$ cat src/hdl/hptdq_pkg.sv
// Shared constants, types and the noise generator step for the dither requantiser.
package hptdq_pkg;

  localparam int DITHER_DELAY_DEF = 4;

  localparam int SAMPLE_W = 32;
  localparam int LEVEL_W  = 25;
  localparam int QSCALE_W = 40;
  localparam int RECIP_W  = 46;
  localparam int WORD_W   = 32;

  localparam int CFG_INDEX_W = 2;
  localparam int CFG_DATA_W  = 46;

  localparam logic [CFG_INDEX_W-1:0] REG_QUANT_SCALE = 2'd0;
  localparam logic [CFG_INDEX_W-1:0] REG_OUT_RECIP   = 2'd1;
  localparam logic [CFG_INDEX_W-1:0] REG_PRNG_SEED   = 2'd2;

  localparam logic [QSCALE_W-1:0] QSCALE_RESET = 40'd549755813888;
  localparam logic [RECIP_W-1:0]  RECIP_RESET  = 46'd33554432;
  localparam logic [WORD_W-1:0]   SEED_RESET   = 32'd16386;

  // 1.18e-17 * 2^79, rounded
  localparam int                SUBST_W    = 23;
  localparam logic [SUBST_W-1:0] SUBST_MULT = 23'd7132662;

  // serial multiplier: signed multiplicand, unsigned multiplier, one bit a cycle
  localparam int MCAND_W  = 40;
  localparam int MPLIER_W = 46;
  localparam int ACC_W    = MCAND_W + MPLIER_W + 1;
  localparam int CNT_W    = 6;

  localparam logic [CNT_W-1:0] N_SUBST  = 6'd23;
  localparam logic [CNT_W-1:0] N_QSCALE = 6'd40;
  localparam logic [CNT_W-1:0] N_RECIP  = 6'd46;

  localparam logic [LEVEL_W-1:0] LEVEL_MAX = 25'h0FF_FFFF;
  localparam logic [LEVEL_W-1:0] LEVEL_MIN = 25'h100_0000;

  localparam logic [SAMPLE_W-1:0] OUT_MAX = 32'h7FFF_FFFF;
  localparam logic [SAMPLE_W-1:0] OUT_MIN = 32'h8000_0000;

  typedef struct packed {
    logic busy;
    logic done;
  } mul_stat_t;

  function automatic logic [WORD_W-1:0] xorshift32(input logic [WORD_W-1:0] w);
    logic [WORD_W-1:0] v;
    v = w ^ (w << 13);
    v = v ^ (v >> 17);
    v = v ^ (v << 5);
    return v;
  endfunction

endpackage

$ cat src/hdl/hptdq_serial_mul.sv
// Bit-serial shift-add multiplier: signed multiplicand by unsigned multiplier, LSB first.
module hptdq_serial_mul
  import hptdq_pkg::*;
(
  input  logic                      clk,
  input  logic                      rst,
  input  logic                      start,
  input  logic signed [MCAND_W-1:0] mcand,
  input  logic [MPLIER_W-1:0]       mplier,
  input  logic [CNT_W-1:0]          nbits,
  output mul_stat_t                 stat,
  output logic [ACC_W-1:0]          acc
);

  logic                busy;
  logic                done;
  logic [CNT_W-1:0]    cnt;
  logic [MCAND_W:0]    hi;
  logic [MPLIER_W-1:0] lo;
  logic [MCAND_W-1:0]  mc;
  logic [MCAND_W:0]    sum;

  assign sum = hi + (lo[0] ? {mc[MCAND_W-1], mc} : '0);

  always_ff @(posedge clk) begin
    if (rst) begin
      busy <= 1'b0;
      done <= 1'b0;
      cnt  <= '0;
    end else begin
      done <= 1'b0;
      if (start) begin
        busy <= 1'b1;
        cnt  <= nbits;
      end else if (busy) begin
        cnt <= cnt - 1'b1;
        if (cnt == CNT_W'(1)) begin
          busy <= 1'b0;
          done <= 1'b1;
        end
      end
    end
  end

  always_ff @(posedge clk) begin
    if (start) begin
      hi <= '0;
      lo <= mplier;
      mc <= mcand;
    end else if (busy) begin
      hi <= {sum[MCAND_W], sum[MCAND_W:1]};
      lo <= {sum[0], lo[MPLIER_W-1:1]};
    end
  end

  assign stat.busy = busy;
  assign stat.done = done;
  assign acc       = {hi, lo};

endmodule

$ cat src/hdl/highpass_tpdf_dither_quantizer_unit.sv
// Top level of the high-passed TPDF dither requantiser.
// One sample is in flight at a time: the next sample is taken only once the
// result of the last has been loaded into the result register. A single
// bit-serial shift-add multiplier, one multiplier bit per cycle, forms the
// scaled sample (40 bits), the zero-sample substitute (23 bits, then 40) and the
// output scaling (46 bits) in turn. The result register holds one finished result
// while the next sample is taken. Register writes take effect at once; writing the
// seed also reloads the noise generator.
module highpass_tpdf_dither_quantizer_unit
  import hptdq_pkg::*;
#(
  parameter int DITHER_DELAY = DITHER_DELAY_DEF
) (
  input  logic                       clk,
  input  logic                       rst,
  input  logic                       cfg_write,
  input  logic [CFG_INDEX_W-1:0]     cfg_index,
  input  logic [CFG_DATA_W-1:0]      cfg_data,
  input  logic                       sample_valid,
  output logic                       sample_stall,
  input  logic signed [SAMPLE_W-1:0] sample_in,
  output logic                       result_valid,
  input  logic                       result_stall,
  output logic signed [SAMPLE_W-1:0] sample_out,
  output logic signed [LEVEL_W-1:0]  quant_level
);

  localparam logic [2:0] ST_IDLE  = 3'd0;
  localparam logic [2:0] ST_MUL_S = 3'd1;
  localparam logic [2:0] ST_MUL_Z = 3'd2;
  localparam logic [2:0] ST_MUL_T = 3'd3;
  localparam logic [2:0] ST_SCALE = 3'd4;
  localparam logic [2:0] ST_MUL_O = 3'd5;
  localparam logic [2:0] ST_WB    = 3'd6;

  localparam int SUM_W = 74;

  logic [2:0]          state;
  logic [QSCALE_W-1:0] quant_scale;
  logic [RECIP_W-1:0]  out_scale_recip;
  logic [WORD_W-1:0]   noise_word;
  logic [WORD_W-1:0]   hist [DITHER_DELAY];
  logic [WORD_W:0]     dither_diff;
  logic [LEVEL_W-1:0]  level;

  logic [WORD_W-1:0]   word_next;
  logic [WORD_W:0]     diff_next;
  logic                accept;
  logic                out_load;

  logic                mul_start;
  logic [MCAND_W-1:0]  mul_mcand;
  logic [MPLIER_W-1:0] mul_mplier;
  logic [CNT_W-1:0]    mul_nbits;
  mul_stat_t           mul_stat;
  logic [ACC_W-1:0]    acc;

  logic [SUM_W-1:0]    sum_a;
  logic [SUM_W-1:0]    level_sum;
  logic [26:0]         level_raw;
  logic [LEVEL_W-1:0]  level_sat;
  logic [71:0]         out_rnd;
  logic [54:0]         out_raw;
  logic [SAMPLE_W-1:0] out_sat;

  hptdq_serial_mul u_mul (
    .clk    (clk),
    .rst    (rst),
    .start  (mul_start),
    .mcand  (mul_mcand),
    .mplier (mul_mplier),
    .nbits  (mul_nbits),
    .stat   (mul_stat),
    .acc    (acc)
  );

  assign sample_stall = (state != ST_IDLE);
  assign accept       = sample_valid && !sample_stall;
  assign out_load     = (state == ST_WB) && (!result_valid || !result_stall);

  assign word_next = xorshift32(noise_word);
  assign diff_next = {1'b0, word_next} - {1'b0, hist[DITHER_DELAY-1]};

  // multiplier operand selection
  always_comb begin
    mul_start  = 1'b0;
    mul_mcand  = '0;
    mul_mplier = '0;
    mul_nbits  = '0;
    case (state)
      ST_IDLE: begin
        if (accept) begin
          mul_start = 1'b1;
          if (sample_in != '0) begin
            mul_mcand  = {{(MCAND_W-SAMPLE_W){sample_in[SAMPLE_W-1]}}, sample_in};
            mul_mplier = {{(MPLIER_W-QSCALE_W){1'b0}}, quant_scale};
            mul_nbits  = N_QSCALE;
          end else begin
            mul_mcand  = {{(MCAND_W-WORD_W){1'b0}}, noise_word};
            mul_mplier = {{(MPLIER_W-SUBST_W){1'b0}}, SUBST_MULT};
            mul_nbits  = N_SUBST;
          end
        end
      end
      ST_MUL_Z: begin
        if (mul_stat.done) begin
          // substitute sample z, units of 2^-63
          mul_start  = 1'b1;
          mul_mcand  = {1'b0, acc[77:39]};
          mul_mplier = {{(MPLIER_W-QSCALE_W){1'b0}}, quant_scale};
          mul_nbits  = N_QSCALE;
        end
      end
      ST_SCALE: begin
        mul_start  = 1'b1;
        mul_mcand  = {{(MCAND_W-LEVEL_W){level[LEVEL_W-1]}}, level};
        mul_mplier = out_scale_recip;
        mul_nbits  = N_RECIP;
      end
      default: ;
    endcase
  end

  // level = floor((product + dither difference * 2^15) / 2^47), saturated
  always_comb begin
    if (state == ST_MUL_S) begin
      sum_a = {{2{acc[77]}}, acc[77:6]};
    end else begin
      sum_a = {27'd0, acc[84:38]};
    end
    level_sum = sum_a + {{26{dither_diff[WORD_W]}}, dither_diff, 15'd0};
    level_raw = level_sum[SUM_W-1:47];
    if (level_raw[26:24] == 3'b000 || level_raw[26:24] == 3'b111) begin
      level_sat = level_raw[LEVEL_W-1:0];
    end else if (level_raw[26]) begin
      level_sat = LEVEL_MIN;
    end else begin
      level_sat = LEVEL_MAX;
    end
  end

  // round half up at 2^-17, then saturate to Q1.31
  always_comb begin
    out_rnd = acc[71:0] + 72'd65536;
    out_raw = out_rnd[71:17];
    if ((&out_raw[54:31]) || !(|out_raw[54:31])) begin
      out_sat = out_raw[SAMPLE_W-1:0];
    end else if (out_raw[54]) begin
      out_sat = OUT_MIN;
    end else begin
      out_sat = OUT_MAX;
    end
  end

  always_ff @(posedge clk) begin
    if (rst) begin
      state           <= ST_IDLE;
      quant_scale     <= QSCALE_RESET;
      out_scale_recip <= RECIP_RESET;
      noise_word      <= SEED_RESET;
      result_valid    <= 1'b0;
      for (int i = 0; i < DITHER_DELAY; i++) begin
        hist[i] <= '0;
      end
    end else begin
      if (out_load) begin
        result_valid <= 1'b1;
      end else if (result_valid && !result_stall) begin
        result_valid <= 1'b0;
      end

      if (accept) begin
        hist[0] <= word_next;
        for (int i = 1; i < DITHER_DELAY; i++) begin
          hist[i] <= hist[i-1];
        end
      end

      if (cfg_write && cfg_index == REG_PRNG_SEED) begin
        noise_word <= cfg_data[WORD_W-1:0];
      end else if (accept) begin
        noise_word <= word_next;
      end

      if (cfg_write) begin
        unique case (cfg_index)
          REG_QUANT_SCALE: quant_scale     <= cfg_data[QSCALE_W-1:0];
          REG_OUT_RECIP:   out_scale_recip <= cfg_data[RECIP_W-1:0];
          default: ;
        endcase
      end

      unique case (state)
        ST_IDLE: begin
          if (accept) begin
            state <= (sample_in != '0) ? ST_MUL_S : ST_MUL_Z;
          end
        end
        ST_MUL_Z: begin
          if (mul_stat.done) begin
            state <= ST_MUL_T;
          end
        end
        ST_MUL_S, ST_MUL_T: begin
          if (mul_stat.done) begin
            state <= ST_SCALE;
          end
        end
        ST_SCALE: state <= ST_MUL_O;
        ST_MUL_O: begin
          if (mul_stat.done) begin
            state <= ST_WB;
          end
        end
        ST_WB: begin
          if (out_load) begin
            state <= ST_IDLE;
          end
        end
        default: state <= ST_IDLE;
      endcase
    end
  end

  always_ff @(posedge clk) begin
    if (accept) begin
      dither_diff <= diff_next;
    end
    if ((state == ST_MUL_S || state == ST_MUL_T) && mul_stat.done) begin
      level <= level_sat;
    end
    if (out_load) begin
      sample_out  <= out_sat;
      quant_level <= level;
    end
  end

  // the multiplier only runs for a sample in flight
  assert property (@(posedge clk) disable iff (rst)
    mul_stat.busy |-> (state == ST_MUL_S || state == ST_MUL_Z ||
                       state == ST_MUL_T || state == ST_MUL_O))
    else $error("multiplier busy outside a multiply state");

  assert property (@(posedge clk) disable iff (rst)
    mul_stat.done |-> (state == ST_MUL_S || state == ST_MUL_Z ||
                       state == ST_MUL_T || state == ST_MUL_O))
    else $error("multiplier finished with no product awaited");

  // a result only appears from write-back
  assert property (@(posedge clk) disable iff (rst)
    $rose(result_valid) |-> $past(state == ST_WB))
    else $error("result raised outside write-back");

  // xorshift is a bijection: a nonzero word never steps to zero
  assert property (@(posedge clk) disable iff (rst)
    (accept && noise_word != '0 && !cfg_write) |=> (noise_word != '0))
    else $error("noise generator collapsed to zero");

  assert property (@(posedge clk) disable iff (rst)
    accept |=> (sample_stall && mul_stat.busy))
    else $error("transfer in did not start the multiplier");

endmodule

$ cat config.mk
export PLATFORM = sky130hd
export DESIGN_NAME = highpass_tpdf_dither_quantizer_unit
export DESIGN_NICKNAME = d
export VERILOG_FILES = /design/src/hdl/hptdq_pkg.sv /design/src/hdl/hptdq_serial_mul.sv /design/src/hdl/highpass_tpdf_dither_quantizer_unit.sv
export SDC_FILE = /design/constraint.sdc
export NUM_CORES = 1
export LEC_CHECK = 0
export BUFFER_PORTS_ARGS = -buffer_cell sky130_fd_sc_hd__buf_2
export CORE_ASPECT_RATIO = 1.2
export CORE_MARGIN = 8
export CORE_UTILIZATION = 52
export CTS_CLUSTER_SIZE = 28
export DETAILED_ROUTE_END_ITERATION = 8
export PLACE_DENSITY_LB_ADDON = 0.1
export SLEW_MARGIN = 20
export SYNTH_ARGS = -nofsm -noshare
export SYNTH_HDL_FRONTEND = slang
export SYNTH_SLANG_ARGS = --single-unit
$ cat constraint.sdc
create_clock -name clk -period 5.79 [get_ports clk]
set_input_delay 0.579 -clock clk [delete_from_list [all_inputs] [get_ports clk]]
set_output_delay 0.579 -clock clk [all_outputs]
set_load 0.01 [all_outputs]
==> flow_results.xml <==
<?xml version="1.0" encoding="UTF-8"?>
<metrics>
  <group name="status">
    <metric name="run_status" unit="">finished clean</metric>
  </group>
  <group name="final_layout">
    <metric name="layout.cells.most_common" unit="">sky130_fd_sc_hd__nand2_1</metric>
    <metric name="nNetsFinal" unit="">3244</metric>
    <metric name="most-common-layout-cells" unit="">sky130_fd_sc_hd__nand2_1 (335), sky130_fd_sc_hd__edfxtp_1 (329), sky130_fd_sc_hd__a21oi_1 (268)</metric>
    <metric name="layout.cell_area.non_filler" unit="mm²">0.0314</metric>
    <metric name="area_growth" unit="%">11.2</metric>
    <metric name="final_layout_size_suffix_gt1_share" unit="%">11.4</metric>
    <metric name="finalNonFillerCells" unit="">3781</metric>
  </group>
  <group name="clock_network">
    <metric name="max-clock-path-buffers" unit="">3</metric>
    <metric name="clk_transition_reported_paths" unit="ns">0.06</metric>
    <metric name="insertion_delay" unit="ns">0.61</metric>
    <metric name="cts-buffers-inserted" unit="">50</metric>
    <metric name="post_cts_buffers" unit="">0</metric>
    <metric name="cts_tree" unit="">yes</metric>
    <metric name="cts_hold_buf" unit="">0</metric>
    <metric name="numClockSinks" unit="">499</metric>
    <metric name="cts.repair.resized" unit="">0</metric>
    <metric name="cts.root.buffer_cell" unit="">sky130_fd_sc_hd__clkbuf_16</metric>
    <metric name="htree_num_levels" unit="">2</metric>
  </group>
  <group name="route">
    <metric name="vias" unit="">23100</metric>
    <metric name="detail_route.iter0.violations" unit="">2216</metric>
    <metric name="drt_pass1_iterations" unit="">6</metric>
    <metric name="route.final.wire_length" unit="µm">92900</metric>
    <metric name="route.detailed.vias_per_inst" unit="">6.12</metric>
    <metric name="drt-wirelength-per-cell" unit="µm">24.6</metric>
    <metric name="detail_route_antenna_nets" unit="">0</metric>
    <metric name="post-route-drc-count" unit="">0</metric>
  </group>
  <group name="timing">
    <metric name="timing.clock.skew" unit="ns">0.0151</metric>
    <metric name="remaining_max_slew_budget_at_the_tightest_pin" unit="%">25.1</metric>
    <metric name="max_freq" unit="GHz">0.197</metric>
    <metric name="finalSetupViolations" unit="">0</metric>
    <metric name="slew_viol_final" unit="">0</metric>
    <metric name="fin_ws" unit="ns">0.722</metric>
    <metric name="finalWorstPathRequiredPeriod" unit="ns">5.07</metric>
    <metric name="fin_crit_sh" unit="%">87.5</metric>
    <metric name="final-hold-violation-count" unit="">0</metric>
    <metric name="total_negative_slack_for_setup_checks" unit="ns">0</metric>
    <metric name="worst_slew_pin_slew" unit="ns">1.12</metric>
    <metric name="grt_setup_unrepaired" unit="">false</metric>
  </group>
  <group name="pwr">
    <metric name="leakage_power_summed_over_all_cells" unit="µW">0.0127</metric>
    <metric name="irDropWorstVdd" unit="mV">0.346</metric>
    <metric name="power_density" unit="mW/mm²">461</metric>
    <metric name="power" unit="µW">14500</metric>
  </group>
  <group name="global_route">
    <metric name="via_count_of_the_first_global_routing_pass" unit="">22400</metric>
    <metric name="grt_first_pass_wirelength" unit="µm">139000</metric>
    <metric name="groute.usage.overall" unit="%">28.9</metric>
    <metric name="overflow" unit="">0</metric>
    <metric name="grt_max_degree" unit="">97</metric>
    <metric name="antenna_found_initial" unit="">6</metric>
  </group>
  <group name="setup_path">
    <metric name="timing.critical_path.fanout_max" unit="">42</metric>
    <metric name="setup.worst_path.start_class" unit="">flop</metric>
    <metric name="critical-path-max-stage-delay" unit="ns">0.52</metric>
    <metric name="timing.critical_path.cells" unit="">nor3b_2 &gt; buf_4 &gt; mux2_2 &gt; ha_1 &gt; a21oi_1 &gt; o211ai_1 &gt; o2111ai_1 &gt; a21boi_0 &gt; nor3_1 &gt; o21ai_0 &gt; o21ai_0 &gt; mux2_2 &gt; buf_4 &gt; mux2i_1</metric>
    <metric name="crit_path_end_kind" unit="">flop</metric>
    <metric name="worst-endpoint-arrival" unit="ns">5.51</metric>
    <metric name="required" unit="ns">6.23</metric>
    <metric name="cp_slowest_cell" unit="">sky130_fd_sc_hd__dfxtp_1</metric>
    <metric name="crit_path_leading_delay_family" unit="">compound AO/OA/AOI/OAI gates</metric>
    <metric name="critPathKind" unit="">flop to flop</metric>
    <metric name="path_buf_inv" unit="">2</metric>
  </group>
  <group name="floorplanning">
    <metric name="die_width" unit="µm">229</metric>
    <metric name="start_util" unit="%">52.6</metric>
    <metric name="rows" unit="">93</metric>
    <metric name="top_level_i_o_count" unit="">144</metric>
    <metric name="die_area" unit="mm²">0.0620</metric>
    <metric name="core-area" unit="mm²">0.0536</metric>
    <metric name="die_y" unit="µm">271</metric>
  </group>
  <group name="yosys">
    <metric name="synthesis.yosys.warnings" unit="">0</metric>
    <metric name="synth_flop_cell" unit="">sky130_fd_sc_hd__edfxtp_1</metric>
    <metric name="synth-seq-area-share" unit="%">47.0</metric>
    <metric name="synth-edff-count" unit="">329</metric>
    <metric name="synth.distinct_cells" unit="">77</metric>
    <metric name="syn_nets" unit="">3156</metric>
    <metric name="synth_area" unit="mm²">0.0282</metric>
    <metric name="async_flop_share" unit="%">0</metric>
    <metric name="syn_inst" unit="">2938</metric>
    <metric name="postSynthRegisterBits" unit="">499</metric>
    <metric name="synth.avg_cell_area" unit="µm²">9.61</metric>
  </group>
  <group name="flow_run">
    <metric name="maxCapViolCount" unit="">0</metric>
  </group>
  <group name="worst_hold_path">
    <metric name="hold_crit_path_type" unit="">input port to flop</metric>
  </group>
  <group name="place">
    <metric name="io_buffer_count" unit="">143</metric>
    <metric name="dpl_cell_area" unit="mm²">0.0297</metric>
    <metric name="number_of_placed_instances_with_taps_included" unit="">3684</metric>
    <metric name="place.gp.congestion" unit="">1.01</metric>
    <metric name="dp_hpwl" unit="µm">68500</metric>
    <metric name="placement.setup.worst_slack" unit="ns">0.887</metric>
  </group>
</metrics>
==> worst paths after layout <==
kind	from	end	slack [ns]	depth (start not counted)
max	state[0]	level[21]	0.72	14
max reg2reg	state[0]	level[21]	0.72	14
min	cfg_data[40]	out_scale_recip[40]	0.21	3
min reg2reg	out_scale_recip[40]	out_scale_recip[40]	0.45	2
==> power breakdown <==
group,switching (µW),leakage [µW],internal [µW]
clock,1420,0.000796,1900
sequential,476,0.00469,4540
combinational,3760,0.00717,2390
total,5660,0.0127,8830
==> stage by stage <==
| stage | hold slack, ns | utilization (%) |
|---|---|---|
| after floorplan | 0.417 | - |
| after global placement | 0.441 | 55.4 |
| after detailed placement | 0.446 | 55.4 |
| after CTS | 0.186 | 58.5 |
| after global routing | 0.201 | 58.5 |
| final | 0.208 | 58.5 |
==> synthesized netlist by cell type, types with 20 or more instances <==
library cell	number	area, µm²
sky130_fd_sc_hd__a21oi_1	269	1350
sky130_fd_sc_hd__a222oi_1	25	250
sky130_fd_sc_hd__clkbuf_1	155	582
sky130_fd_sc_hd__mux2i_1	43	430
sky130_fd_sc_hd__inv_1	141	529
sky130_fd_sc_hd__a221oi_1	20	175
sky130_fd_sc_hd__nand2_1	336	1260
sky130_fd_sc_hd__a21o_1	65	488
sky130_fd_sc_hd__nand3_1	68	340
sky130_fd_sc_hd__and2_1	178	1110
sky130_fd_sc_hd__mux2_2	30	338
sky130_fd_sc_hd__nor2_1	170	638
sky130_fd_sc_hd__xnor2_1	108	946
sky130_fd_sc_hd__xor2_1	79	692
sky130_fd_sc_hd__nor4_1	20	125
sky130_fd_sc_hd__dfxtp_1	170	3400
sky130_fd_sc_hd__ha_1	131	1640
sky130_fd_sc_hd__a211oi_1	34	255
sky130_fd_sc_hd__nand4_1	38	238
sky130_fd_sc_hd__o211ai_1	40	300
sky130_fd_sc_hd__and3_1	26	163
sky130_fd_sc_hd__o21bai_1	21	158
sky130_fd_sc_hd__nor3_1	42	210
sky130_fd_sc_hd__a22oi_1	25	188
sky130_fd_sc_hd__edfxtp_1	329	9880
sky130_fd_sc_hd__o21ai_1	31	155
sky130_fd_sc_hd__o21ai_0	108	541
==> cell type report <==
cell class,instances,area (µm²)
Inverter,142,533
Fill cell,4690,22200
Tap cell,712,891
Clock buffer,67,1350
Sequential cell,499,13300
Timing Repair Buffer,206,1210
Clock inverter,25,295
Multi-Input combinational cell,2127,13800
Antenna cell,3,7.51
==> layer usage <==
| metal | share of wire [%] | routed length [µm] | up-vias | global-route usage, % |
|---|---|---|---|---|
| li1 | - | - | 10800 | - |
| met4 | 5.6 | 5200 | 4 | 14.7 |
| met2 | 47 | 43800 | 921 | 48.0 |
| met5 | 0.029 | 27 | - | 0 |
| met3 | 7.6 | 7020 | 217 | 6.28 |
| met1 | 40 | 36800 | 11200 | 35.1 |
==> kinds of logic after synthesis <==
logic type / share of synthesized area, %
AOI/OAI and AO/OA: 17.1
xor gates and xnor gates: 5.80
and+or+nand+nor: 17.1
adders and majority gates: 5.95
muxes: 2.72
buffers and inverters: 4.25
DFF: 47.0
==> sequential cells by signal, summed over array words and instances, names as in the netlist <==
| signal | cells |
|---|---|
| u_mul.mc | 40 |
| hist | 128 |
| u_mul.cnt | 6 |
| quant_level | 25 |
| u_mul.done | 1 |
| u_mul.lo | 46 |
| noise_word | 32 |
| out_scale_recip | 46 |
| quant_scale | 40 |
| state | 3 |
| dither_diff | 33 |
| u_mul.hi | 40 |
| sample_out | 32 |
| result_valid | 1 |
| level | 25 |
| u_mul.busy | 1 |
==> worst register-to-register path, cell delays in order (launching register included) <==
cell                        delay [ns]
sky130_fd_sc_hd__dfxtp_1          0.52
sky130_fd_sc_hd__nor3b_2          0.30
sky130_fd_sc_hd__buf_4            0.45
sky130_fd_sc_hd__mux2_2           0.41
sky130_fd_sc_hd__ha_1             0.31
sky130_fd_sc_hd__a21oi_1          0.33
sky130_fd_sc_hd__o211ai_1         0.17
sky130_fd_sc_hd__o2111ai_1        0.22
sky130_fd_sc_hd__a21boi_0         0.22
sky130_fd_sc_hd__nor3_1           0.45
sky130_fd_sc_hd__o21ai_0          0.31
sky130_fd_sc_hd__o21ai_0          0.22
sky130_fd_sc_hd__mux2_2           0.41
sky130_fd_sc_hd__buf_4            0.33
sky130_fd_sc_hd__mux2i_1          0.26
No activity file was read; power rests on OpenSTA's default activity.
